$ cat src/gm3_pkg.sv
// Package for the 3x3 gradient magnitude block: lane handshake structs,
// fixed datapath widths, register indexes, default kernel packing and saturation.
// No dependencies.
package gm3_pkg;

    localparam int PIX_W      = 8;
    localparam int RGB_W      = 3 * PIX_W;
    localparam int N_CH       = 3;
    localparam int TAPS       = 9;
    localparam int TAP_IW     = 4;
    localparam int GM_W       = 9;
    localparam int SQ_W       = 2 * GM_W;
    localparam int NS_W       = SQ_W + 1;
    localparam int ROOT_W     = 10;
    localparam int SQRT_STEPS = 10;
    localparam int PK_W       = 63;

    typedef enum logic [1:0] {
        REG_IMAGE_WIDTH  = 2'd0,
        REG_IMAGE_HEIGHT = 2'd1,
        REG_KERNEL_X     = 2'd2,
        REG_KERNEL_Y     = 2'd3
    } cfg_reg_t;

    typedef struct packed {
        logic start;
    } lane_ctl_t;

    typedef struct packed {
        logic busy;
        logic done;
    } lane_sts_t;

    // Sobel kernels, entry row*3+col, row 0 newest, col 0 oldest
    function automatic logic [PK_W-1:0] sobel_pack(input int cbits, input logic is_y);
        logic [PK_W-1:0] res;
        logic [PK_W-1:0] mask;
        int v;
        res  = '0;
        mask = (PK_W'(1) << cbits) - PK_W'(1);
        for (int k = 0; k < TAPS; k++) begin
            if (is_y) begin
                case (k)
                    0, 2:    v = -1;
                    1:       v = -2;
                    6, 8:    v = 1;
                    7:       v = 2;
                    default: v = 0;
                endcase
            end else begin
                case (k)
                    0, 6:    v = -1;
                    3:       v = -2;
                    2, 8:    v = 1;
                    5:       v = 2;
                    default: v = 0;
                endcase
            end
            res = res | ((PK_W'(v) & mask) << (cbits * k));
        end
        return res;
    endfunction

    function automatic logic [PIX_W-1:0] sat8(input logic [ROOT_W-1:0] r);
        return (r > ROOT_W'(255)) ? {PIX_W{1'b1}} : r[PIX_W-1:0];
    endfunction

endpackage

$ cat src/gm3_lane.sv
// One channel lane: serial 9-tap MAC for both kernels, restoring floor
// dividers, squares and a digit-by-digit square root. Uses gm3_pkg.
module gm3_lane #(
    parameter int COEF_BITS = 6
) (
    input  logic                      aclk,
    input  logic                      aresetn,
    input  gm3_pkg::lane_ctl_t        ctl,
    output gm3_pkg::lane_sts_t        sts,
    input  logic [gm3_pkg::PIX_W-1:0] taps [gm3_pkg::TAPS],
    input  logic [9*COEF_BITS-1:0]    kernel_x,
    input  logic [9*COEF_BITS-1:0]    kernel_y,
    output logic [gm3_pkg::ROOT_W-1:0] root
);
    import gm3_pkg::*;

    localparam int KW     = 9 * COEF_BITS;
    localparam int MAXK   = 9 * (2 ** (COEF_BITS - 1));
    localparam int SUM_W  = $clog2(MAXK * 255 + 1) + 1;
    localparam int UW     = SUM_W - 1;
    localparam int DIV_W  = $clog2(MAXK + 1);
    localparam int PROD_W = COEF_BITS + PIX_W + 1;
    localparam int CNT_W  = $clog2(UW + 1);

    typedef enum logic [6:0] {
        L_IDLE = 7'b0000001,
        L_MAC  = 7'b0000010,
        L_DIV  = 7'b0000100,
        L_SQ   = 7'b0001000,
        L_ADD  = 7'b0010000,
        L_SQRT = 7'b0100000,
        L_DONE = 7'b1000000
    } lstate_t;

    lstate_t           state_reg, state_next;
    logic [CNT_W-1:0]  cnt_reg, cnt_next;

    logic signed [SUM_W-1:0] acc_reg  [2];
    logic [DIV_W-1:0]        dsum_reg [2];
    logic [UW-1:0]           dvd_reg  [2];
    logic [DIV_W-1:0]        rem_reg  [2];
    logic [UW-1:0]           quo_reg  [2];
    logic                    neg_reg  [2];
    logic [SQ_W-1:0]         sq_reg   [2];
    logic [NS_W-1:0]         nrem_reg, root_reg, bit_reg;

    logic [KW-1:0]              kern   [2];
    logic [TAP_IW-1:0]          tidx;
    logic [PIX_W-1:0]           pix;
    logic signed [COEF_BITS-1:0] coef  [2];
    logic [COEF_BITS-1:0]       cabs   [2];
    logic signed [PROD_W-1:0]   prod   [2];
    logic signed [SUM_W-1:0]    acc_nx [2];
    logic [DIV_W:0]             sh     [2];
    logic                       ge     [2];
    logic [GM_W-1:0]            gm     [2];
    logic [NS_W-1:0]            trial;

    assign kern[0] = kernel_x;
    assign kern[1] = kernel_y;
    assign tidx    = cnt_reg[TAP_IW-1:0];
    assign pix     = taps[tidx];
    assign trial   = root_reg + bit_reg;

    always_comb begin
        for (int i = 0; i < 2; i++) begin
            coef[i]   = signed'(kern[i][COEF_BITS*tidx +: COEF_BITS]);
            cabs[i]   = coef[i][COEF_BITS-1] ? COEF_BITS'(-coef[i]) : COEF_BITS'(coef[i]);
            prod[i]   = PROD_W'(coef[i]) * PROD_W'(signed'({1'b0, pix}));
            acc_nx[i] = acc_reg[i] + SUM_W'(prod[i]);
            sh[i]     = {rem_reg[i], dvd_reg[i][UW-1]};
            ge[i]     = sh[i] >= {1'b0, dsum_reg[i]};
            if (dsum_reg[i] == '0) begin
                gm[i] = '0;
            end else begin
                gm[i] = quo_reg[i][GM_W-1:0]
                      + GM_W'(neg_reg[i] && (rem_reg[i] != '0));
            end
        end
    end

    always_comb begin
        state_next = state_reg;
        cnt_next   = cnt_reg;
        unique case (state_reg)
            L_IDLE, L_DONE: begin
                if (ctl.start) begin
                    state_next = L_MAC;
                    cnt_next   = '0;
                end
            end
            L_MAC: begin
                cnt_next = cnt_reg + CNT_W'(1);
                if (cnt_reg == CNT_W'(TAPS - 1)) begin
                    state_next = L_DIV;
                    cnt_next   = '0;
                end
            end
            L_DIV: begin
                cnt_next = cnt_reg + CNT_W'(1);
                if (cnt_reg == CNT_W'(UW - 1)) begin
                    state_next = L_SQ;
                    cnt_next   = '0;
                end
            end
            L_SQ: begin
                state_next = L_ADD;
            end
            L_ADD: begin
                state_next = L_SQRT;
                cnt_next   = '0;
            end
            L_SQRT: begin
                cnt_next = cnt_reg + CNT_W'(1);
                if (cnt_reg == CNT_W'(SQRT_STEPS - 1)) begin
                    state_next = L_DONE;
                end
            end
            default: begin
                state_next = L_IDLE;
            end
        endcase
    end

    always_ff @(posedge aclk) begin
        if (!aresetn) begin
            state_reg <= L_IDLE;
            cnt_reg   <= '0;
        end else begin
            state_reg <= state_next;
            cnt_reg   <= cnt_next;
        end
    end

    always_ff @(posedge aclk) begin
        case (state_reg)
            L_IDLE, L_DONE: begin
                for (int i = 0; i < 2; i++) begin
                    acc_reg[i]  <= '0;
                    dsum_reg[i] <= '0;
                end
            end
            L_MAC: begin
                for (int i = 0; i < 2; i++) begin
                    acc_reg[i]  <= acc_nx[i];
                    dsum_reg[i] <= dsum_reg[i] + DIV_W'(cabs[i]);
                    dvd_reg[i]  <= acc_nx[i][SUM_W-1] ? UW'(-acc_nx[i]) : UW'(acc_nx[i]);
                    neg_reg[i]  <= acc_nx[i][SUM_W-1];
                    rem_reg[i]  <= '0;
                    quo_reg[i]  <= '0;
                end
            end
            L_DIV: begin
                for (int i = 0; i < 2; i++) begin
                    rem_reg[i] <= ge[i] ? DIV_W'(sh[i] - {1'b0, dsum_reg[i]})
                                        : DIV_W'(sh[i]);
                    quo_reg[i] <= {quo_reg[i][UW-2:0], ge[i]};
                    dvd_reg[i] <= {dvd_reg[i][UW-2:0], 1'b0};
                end
            end
            L_SQ: begin
                for (int i = 0; i < 2; i++) begin
                    sq_reg[i] <= SQ_W'(gm[i]) * SQ_W'(gm[i]);
                end
            end
            L_ADD: begin
                nrem_reg <= NS_W'(sq_reg[0]) + NS_W'(sq_reg[1]);
                root_reg <= '0;
                bit_reg  <= NS_W'(1) << (NS_W - 1);
            end
            L_SQRT: begin
                if (nrem_reg >= trial) begin
                    nrem_reg <= nrem_reg - trial;
                    root_reg <= (root_reg >> 1) + bit_reg;
                end else begin
                    root_reg <= root_reg >> 1;
                end
                bit_reg <= bit_reg >> 2;
            end
            default: begin
            end
        endcase
    end

    assign sts.busy = (state_reg != L_IDLE) && (state_reg != L_DONE);
    assign sts.done = (state_reg == L_DONE);
    assign root     = root_reg[ROOT_W-1:0];

endmodule

$ cat config.mk
export PLATFORM = sky130hd
export DESIGN_NAME = gm3_lane
export DESIGN_NICKNAME = d
export VERILOG_FILES = /design/src/gm3_pkg.sv /design/src/gm3_lane.sv
export SDC_FILE = /design/constraint.sdc
export NUM_CORES = 1
export LEC_CHECK = 0
export BUFFER_PORTS_ARGS = -buffer_cell sky130_fd_sc_hd__buf_2
export CORE_ASPECT_RATIO = 2
export CORE_MARGIN = 4
export CORE_UTILIZATION = 45
export CTS_CLUSTER_SIZE = 30
export DETAILED_ROUTE_END_ITERATION = 6
export PLACE_DENSITY_LB_ADDON = 0.3
export RECOVER_POWER = 100
export SLEW_MARGIN = 20
export SYNTH_ARGS = -nofsm -noshare
export SYNTH_HDL_FRONTEND = slang
export SYNTH_SLANG_ARGS = --single-unit
$ cat constraint.sdc
create_clock -name aclk -period 9.87 [get_ports aclk]
set_input_delay 1.974 -clock aclk [delete_from_list [all_inputs] [get_ports aclk]]
set_output_delay 1.974 -clock aclk [all_outputs]
set_load 0.02 [all_outputs]
==> results of run 1 <==
## cell usage in the layout (no fill, tap or decap), types with 10 or more instances in the layout
master     netlist  final
nand2b_1        24     24
buf_2           10    182
xor2_1          86     86
nor2_1         317    317
clkbuf_16        0     25
nand3_1         33     33
o21a_1          19     19
ha_1           250    250
or2_2           23     22
and3_1          14     14
clkbuf_1        55     29
o21ai_0         68     78
mux2i_1         35     35
inv_1          343    344
a21o_1          32     32
a21oi_1        111    112
nor3_1          42     42
mux4_2          40     40
nor2b_1         41     41
or3_1           11     10
nand2_1        142    140
and2_1          56     28
xnor2_1         99     99
a211oi_1        16     17
edfxtp_1       208    208
and2_0           0     28
fa_1           148    148
nand4_1         14     14
o21bai_1        16     16
buf_4           10     17
a31oi_1         24     24
## worst paths after layout
check / depth (start not counted) / end / from / slack (ns)
max: 21 / dvd_reg[0][16]$_DFFE_PP_ / cnt_reg[0]$_SDFFE_PN0P_ / 1.26
min: 2 / dvd_reg[0][19]$_DFFE_PP_ / dvd_reg[0][18]$_DFFE_PP_ / 0.53
max reg2reg: 21 / dvd_reg[0][16]$_DFFE_PP_ / cnt_reg[0]$_SDFFE_PN0P_ / 1.26
min reg2reg: 2 / dvd_reg[0][19]$_DFFE_PP_ / dvd_reg[0][18]$_DFFE_PP_ / 0.53
## stage by stage
step,util,hold WS (ns),setup slack (ns)
floorplan,-,0.496,2.14
global placement,0.488,0.505,1.28
detailed placement,0.488,0.515,1.16
CTS,0.504,0.529,1.78
global route,0.501,0.564,0.670
finish,0.501,0.535,1.26
## worst max-delay path, stage by stage, from the launching register on
cell and delay, ns:
dfxtp_2 0.92, buf_4 0.47, mux4_2 0.57, mux2i_1 0.15, nor2_1 0.06, a21oi_1 0.91
nor2_1 0.15, fa_1 0.55, fa_1 0.54, fa_1 0.56, inv_1 0.06, fa_1 0.53
inv_1 0.04, ha_1 0.28, or4_2 0.68, o22ai_1 0.39, o21a_1 0.17, o311ai_0 0.37
and2_0 0.35, a41oi_1 0.27, xor2_1 0.18, a21oi_1 0.09
## cells by family (layout without fill, tap and decap cells)
| group | after synthesis | count (layout) | synth area share |
|---|---|---|---|
| compound gates | 391 | 391 | 0.113 |
| mux | 77 | 77 | 0.0547 |
| simple gates | 746 | 746 | 0.150 |
| flops | 220 | 220 | 0.278 |
| xor+xnor | 186 | 186 | 0.0703 |
| buf+inv | 429 | 612 | 0.0722 |
| fa+ha+maj | 398 | 398 | 0.261 |
## layout make-up
type / instances / area, um^2 / area share
Clock buffer: 31 / 648 / 0.0253
Clock inverter: 14 / 140 / 0.00547
Inverter: 345 / 1290 / 0.0506
Multi-Input combinational cell: 1798 / 15100 / 0.589
Sequential cell: 220 / 6490 / 0.253
Tap cell: 654 / 818 / 0.0320
Timing Repair Buffer: 222 / 1120 / 0.0439
## layer usage
layer  track usage  vias up  share of wire
met2         0.428      419           0.57
met4         0.118        0          0.058
met3        0.0196      163          0.035
met5             0        -              0
li1              -     8650              -
met1         0.204     8905           0.34
==> qor_table.md, run 1 <==
| Item | This run | Unit |
|:---|:---|:---|
| Post-synthesis net count | 3028 | - |
| Warnings, synthesis | 0 | - |
| CTS tree | yes | - |
| Number of synthesized flops with an enable pin | 208 | - |
| Mean cell area of the mapped netlist | 9.52 | um^2 |
| Number of instances in the synthesized netlist | 2447 | - |
| Antenna violations before repair | 0 | - |
| Die extent in y | 330 | um |
| Setup repair after global routing missed its margin | false | - |
| Std cell rows | 117 | - |
| Die width | 169 | um |
| Detail Route Antenna Nets | 0 | - |
| DPL Wire Length | 47.7 | mm |
| Wire length of the first global-routing pass | 95.8 | mm |
| Antenna Cells | 0 | - |
| Dominant cell by count in the synthesized netlist | inv_1 | - |
| Area Growth Syn to Fin | 9.92 | % |
| Total clock sinks | 220 | - |
| Grt ovf | 0 | - |
| Final-layout setup total negative slack | 0 | ns |
| Number of register bits inferred by synthesis | 220 | - |
| Fraction of final layout cells with drive strength greater than 1 | 0.128 | - |
| Startpoint Class | register | - |
| Routed length per placed instance | 18.0 | um |
| Max Transition Viols Final | 348 | - |
| Area of all placed cells without fillers | 25600 | um^2 |
| Post-layout minimum cycle time | 8.61 | ns |
| Iteration count of the initial detailed-routing pass | 5 | - |
| # IOs | 195 | - |
| Achievable clock frequency | 116 | MHz |
| Largest cells by area after synthesis | edfxtp_1, ha_1, fa_1, inv_1, nor2_1 | - |
| CP Data Required Time | 10.17 | ns |
| Pin count of the biggest net entering global routing | 72 | - |
| Critical-path maximum fanout | 28 | - |
| Max clock buf depth | 3 | - |
| Hold_buf cts | 0 | - |
| Gp weighted congestion | 0.901 | - |
| Via-per-instance ratio | 5.52 | - |
| Area fraction of the dominant cell type after synthesis | 0.268 | - |
| Final Cycle Share | 0.872 | - |
| Buffer type at the clock tree root | clkbuf_16 | - |
| Commonest register cell after synthesis | edfxtp_1 | - |
| Max FFs per register | 36 | - |
| Commonest cells in the synthesized netlist | inv_1, nor2_1, ha_1 | - |
| Final hold violation count | 0 | - |
| Netlist Area Pre-Place | 23300 | um^2 |
| Detailed-route via count | 18.1k | - |
| GR Util All Layers | 0.212 | - |
| Sequential element share of the synthesized area | 0.278 | - |
| Placed Cells incl. Taps | 3239 | - |
| Run status | finished, violations left | - |
| Path class of the lowest-slack min-delay path | reg2reg | - |
| Clock-pin transition on the worst setup and hold timing paths | 0.06 | ns |
| Core area | 51100 | um^2 |
| Total placed instance area | 24900 | um^2 |
| Maximum capacitance violations | 8 | - |
| Share of synthesized flip-flops with an asynchronous set or reset | 0 | - |
| Starting density of the core | 0.456 | - |
| Endpoint kind of the worst setup timing path | register | - |
| Cell taking the most area after synthesis | edfxtp_1 | - |
| Maximum level of the CTS H-tree | 1 | - |
| PortBufs | 194 | - |
| Post-route DRC violation count | 0 | - |
| Iteration-0 DRC count of the detailed router | 807 | - |
| Number of buffers inserted to repair setup after CTS | 0 | - |
| Via count of the first global-routing pass | 19.7k | - |
| Fillers | 4705 | - |
| Count of distinct cell types in the synthesized netlist | 84 | - |
| Total CTS buffers | 25 | - |
| Worst clock skew on the final layout | 0.0340 | ns |
| Worst-margin pin slew | 4.26 | ns |
| Clock network latency to the later pin of the worst-skew pair | 0.59 | ns |
| Total Routed Length | 59.2 | mm |
| Worst slew margin relative to its limit | -1.84 | - |
| Final setup violation count | 0 | - |
| Number of standard cells in the layout, taps in and fillers out | 3284 | - |
| Worst setup path class | reg2reg | - |
| Data arrival time of the critical path | 8.91 | ns |
| Final #Nets | 3193 | - |
| Floorplan die area | 55700 | um^2 |
| Violations in the final reports | capacitance limit, slew limit | - |
| # resized after CTS | 0 | - |
Power of run 1 is not shown: default switching activity piles up to over one toggle a cycle in this logic, so the estimate is an artifact.
==> inputs of run 2 (changes only) <==
--- a/config.mk
+++ b/config.mk
@@ -13,7 +13,6 @@
 export DETAILED_ROUTE_END_ITERATION = 6
 export PLACE_DENSITY_LB_ADDON = 0.3
 export RECOVER_POWER = 100
-export SLEW_MARGIN = 20
 export SYNTH_ARGS = -nofsm -noshare
 export SYNTH_HDL_FRONTEND = slang
 export SYNTH_SLANG_ARGS = --single-unit
==> constraint.sdc (replaced) <==
create_clock -name aclk -period 9.87 [get_ports aclk]
set_input_delay 0.4935 -clock aclk [delete_from_list [all_inputs] [get_ports aclk]]
set_output_delay 0.4935 -clock aclk [all_outputs]
set_load 0.02 [all_outputs]
==> run 2 against run 1 <==
Compared with the run above:
- the flow still finishes with violations (capacitance limit, slew limit)
- clock skew fell by 0.0041 ns
- critical path depth rose by 3
- die area did not move
- sequential share of layout area barely moved
- final cell count fell by 0.21%
- clock-buffer cell count fell by 4
- routed wire length rose by 2.4%
==> qor_table.md, run 2 (synthesis gave the netlist of run 1 again) <==
| Item | This run | Unit | vs previous |
|:---|:---|:---|:---|
| Pin count of the biggest net entering global routing | 73 | - | +1.4% |
| Worst-margin pin slew | 3.46 | ns | -0.801 ns |
| DPL Wire Length | 49.0 | mm | +2.6% |
| Slack of the critical path | 1.15 | ns | -0.112 ns |
| Maximum capacitance violations | 7 | - | -1 |
| Gp weighted congestion | 0.949 | - | +5.4% |
| Final setup violation count | 0 | - | unchanged |
| Grt ovf | 0 | - | unchanged |
| Worst Hold Path Cells | 2 | - | unchanged |
| Fraction of final layout cells with drive strength greater than 1 | 0.126 | - | -0.00157 |
| Achievable clock frequency | 115 | MHz | -1.3% |
| Wire length of the first global-routing pass | 98.2 | mm | +2.5% |
| Clock-pin transition on the worst setup and hold timing paths | 0.06 | ns | about the same |
| Final-layout setup total negative slack | 0 | ns | unchanged |
| CP Data Required Time | 10.09 | ns | -0.08 ns |
| Startpoint Class | register | - |  |
| Run status | finished, violations left | - |  |
| Worst clock skew on the final layout | 0.0299 | ns | -0.00411 ns |
| Pre-CTS setup slack | 1.46 | ns | +0.301 ns |
| Antenna violations before repair | 1 | - | +1 |
| Fillers | 4760 | - | +1.2% |
| Std cell rows | 117 | - | unchanged |
| Cell with the largest stage delay on the worst path | xnor2_1 | - |  |
| Clock network latency to the later pin of the worst-skew pair | 0.56 | ns | -0.03 ns |
| # resized after CTS | 0 | - | unchanged |
| Startpoint of the tightest hold check path | aresetn | - |  |
| Routed length per placed instance | 18.5 | um | +2.6% |
| Violations in the final reports | capacitance limit, slew limit | - |  |
| Via count of the first global-routing pass | 19.9k | - | +0.85% |
| Leading cell types in the layout, fill and taps excluded | inv_1, nor2_1, ha_1 | - |  |
| Total CTS buffers | 24 | - | -4.0% |
| Hold_buf cts | 0 | - | unchanged |
| Detail Route Antenna Nets | 0 | - | unchanged |
| CTS tree | yes | - |  |
| Area Growth Syn to Fin | 10.0 | % | about the same |
| Setup repair after global routing missed its margin | false | - |  |
| Floorplan die area | 55700 | um^2 | unchanged |
| Data arrival time of the critical path | 8.94 | ns | +0.03 ns |
| Hold-critical path endpoint | state_reg[0]$_SDFFE_PN1P_ | - |  |
| # IOs | 195 | - | unchanged |
| Max clock buf depth | 3 | - | unchanged |
| Max FFs per register | 36 | - | unchanged |
| Number of cells on the worst reg-to-reg path | 24 | - | +14% |
| Buffer type at the clock tree root | clkbuf_16 | - |  |
| Endpoint kind of the worst setup timing path | register | - |  |
| PortBufs | 194 | - | unchanged |
| Iteration count of the initial detailed-routing pass | 5 | - | unchanged |
| Worst slew margin relative to its limit | -1.31 | - | +0.534 |
| Final Cycle Share | 0.883 | - | +0.0114 |
| Post-layout minimum cycle time | 8.72 | ns | +0.112 ns |
| GR Util All Layers | 0.218 | - | +0.00595 |
| Path class of the lowest-slack min-delay path | in2reg | - |  |
| Number of buffers inserted to repair setup after CTS | 0 | - | unchanged |
| Largest stage delay on the critical path | 1.12 | ns | +0.20 ns |
| Die extent in y | 330 | um | unchanged |
| Cell chain of the critical path | buf_4 -> mux4_2 -> mux2i_1 -> nor2_1 -> a21oi_1 -> nor2_1 -> fa_1 -> inv_1 -> fa_1 -> inv_1 -> fa_1 -> inv_1 -> fa_1 -> inv_1 -> ha_1 -> o21ai_0 -> o21ai_0 -> a41oi_1 -> o211ai_1 -> o41ai_1 -> xnor2_1 -> nor2_1 -> xnor2_1 -> o21ai_1 | - |  |
| Total clock sinks | 220 | - | unchanged |
| Post-route DRC violation count | 0 | - | unchanged |
| Starting density of the core | 0.456 | - | unchanged |
| Critical-path maximum fanout | 31 | - | +11% |
| Total Routed Length | 60.6 | mm | +2.4% |
| Detailed-route via count | 18.2k | - | +0.52% |
| Slack of the worst reg-to-reg path | 1.15 | ns | -0.11 ns |
| Via-per-instance ratio | 5.56 | - | +0.73% |
| Antenna Cells | 0 | - | unchanged |
| Worst R2R End | dvd_reg[0][11]$_DFFE_PP_ | - |  |
| Family of cells with the greatest summed delay on the critical path | adder cells | - |  |
| Iteration-0 DRC count of the detailed router | 965 | - | +20% |
| Worst setup path class | reg2reg | - |  |
| RR Startpoint | cnt_reg[0]$_SDFFE_PN0P_ | - |  |
| Final hold violation count | 0 | - | unchanged |
| Max Transition Viols Final | 268 | - | -23% |
| Final #Nets | 3186 | - | -0.22% |
| Die width | 169 | um | unchanged |
| CP bufs+invs | 5 | - | +2 |
| Maximum level of the CTS H-tree | 1 | - | unchanged |
| Leading cell type in the layout, fill and taps excluded | inv_1 | - |  |
| Core area | 51100 | um^2 | unchanged |
[run 2: changes by cell type in the layout (fill, tap and decap cells not counted), sizes merged]
| cell | delta |
|---|---|
| buf | -3 |
| bufinv | +3 |
| clkbuf | -7 |
| clkinvlp | +2 |
| inv | -2 |
[run 2: worst max path at each step]
stage,end,slack (ns),cells past startpoint,start
6_report,dvd_reg[0][11]$_DFFE_PP_,1.15,24,cnt_reg[0]$_SDFFE_PN0P_
5_1_grt,dvd_reg[0][11]$_DFFE_PP_,0.45,24,cnt_reg[0]$_SDFFE_PN0P_
4_1_cts,dvd_reg[0][23]$_DFFE_PP_,1.43,23,cnt_reg[0]$_SDFFE_PN0P_
3_5_place_dp,dvd_reg[0][27]$_DFFE_PP_,1.46,23,cnt_reg[0]$_SDFFE_PN0P_
3_3_place_gp,dvd_reg[0][27]$_DFFE_PP_,1.63,23,cnt_reg[0]$_SDFFE_PN0P_
2_1_floorplan,dvd_reg[0][15]$_DFFE_PP_,2.99,25,cnt_reg[0]$_SDFFE_PN0P_
[run 2: area by class of cell]
type	count	area [um^2]	area share
Clock buffer	27	612	0.0239
Multi-Input combinational cell	1798	15100	0.589
Timing Repair Buffer	216	1090	0.0426
Sequential cell	220	6490	0.253
Inverter	345	1290	0.0505
Clock inverter	17	239	0.00932
Tap cell	654	818	0.0319
[run 2: metrics by stage]
stage               instance area, um^2  utilization  hold slack [ns]  cells
global placement                  24900        0.487            0.510   3233
finish                            25600        0.502            0.229   3277
CTS                               25800        0.504            0.190   3277
global route                      25600        0.502            0.214   3277
detailed placement                24900        0.487            0.529   3233
floorplan                         23300            -            0.496   2447
[run 2: layer usage]
| metal | GRT usage | wire length [um] |
|---|---|---|
| met1 | 0.209 | 20200 |
| met2 | 0.441 | 34500 |
| met3 | 0.0165 | 1900 |
| met4 | 0.127 | 3960 |
| met5 | 0 | 0 |
Power of run 2 is left out for the same reason.
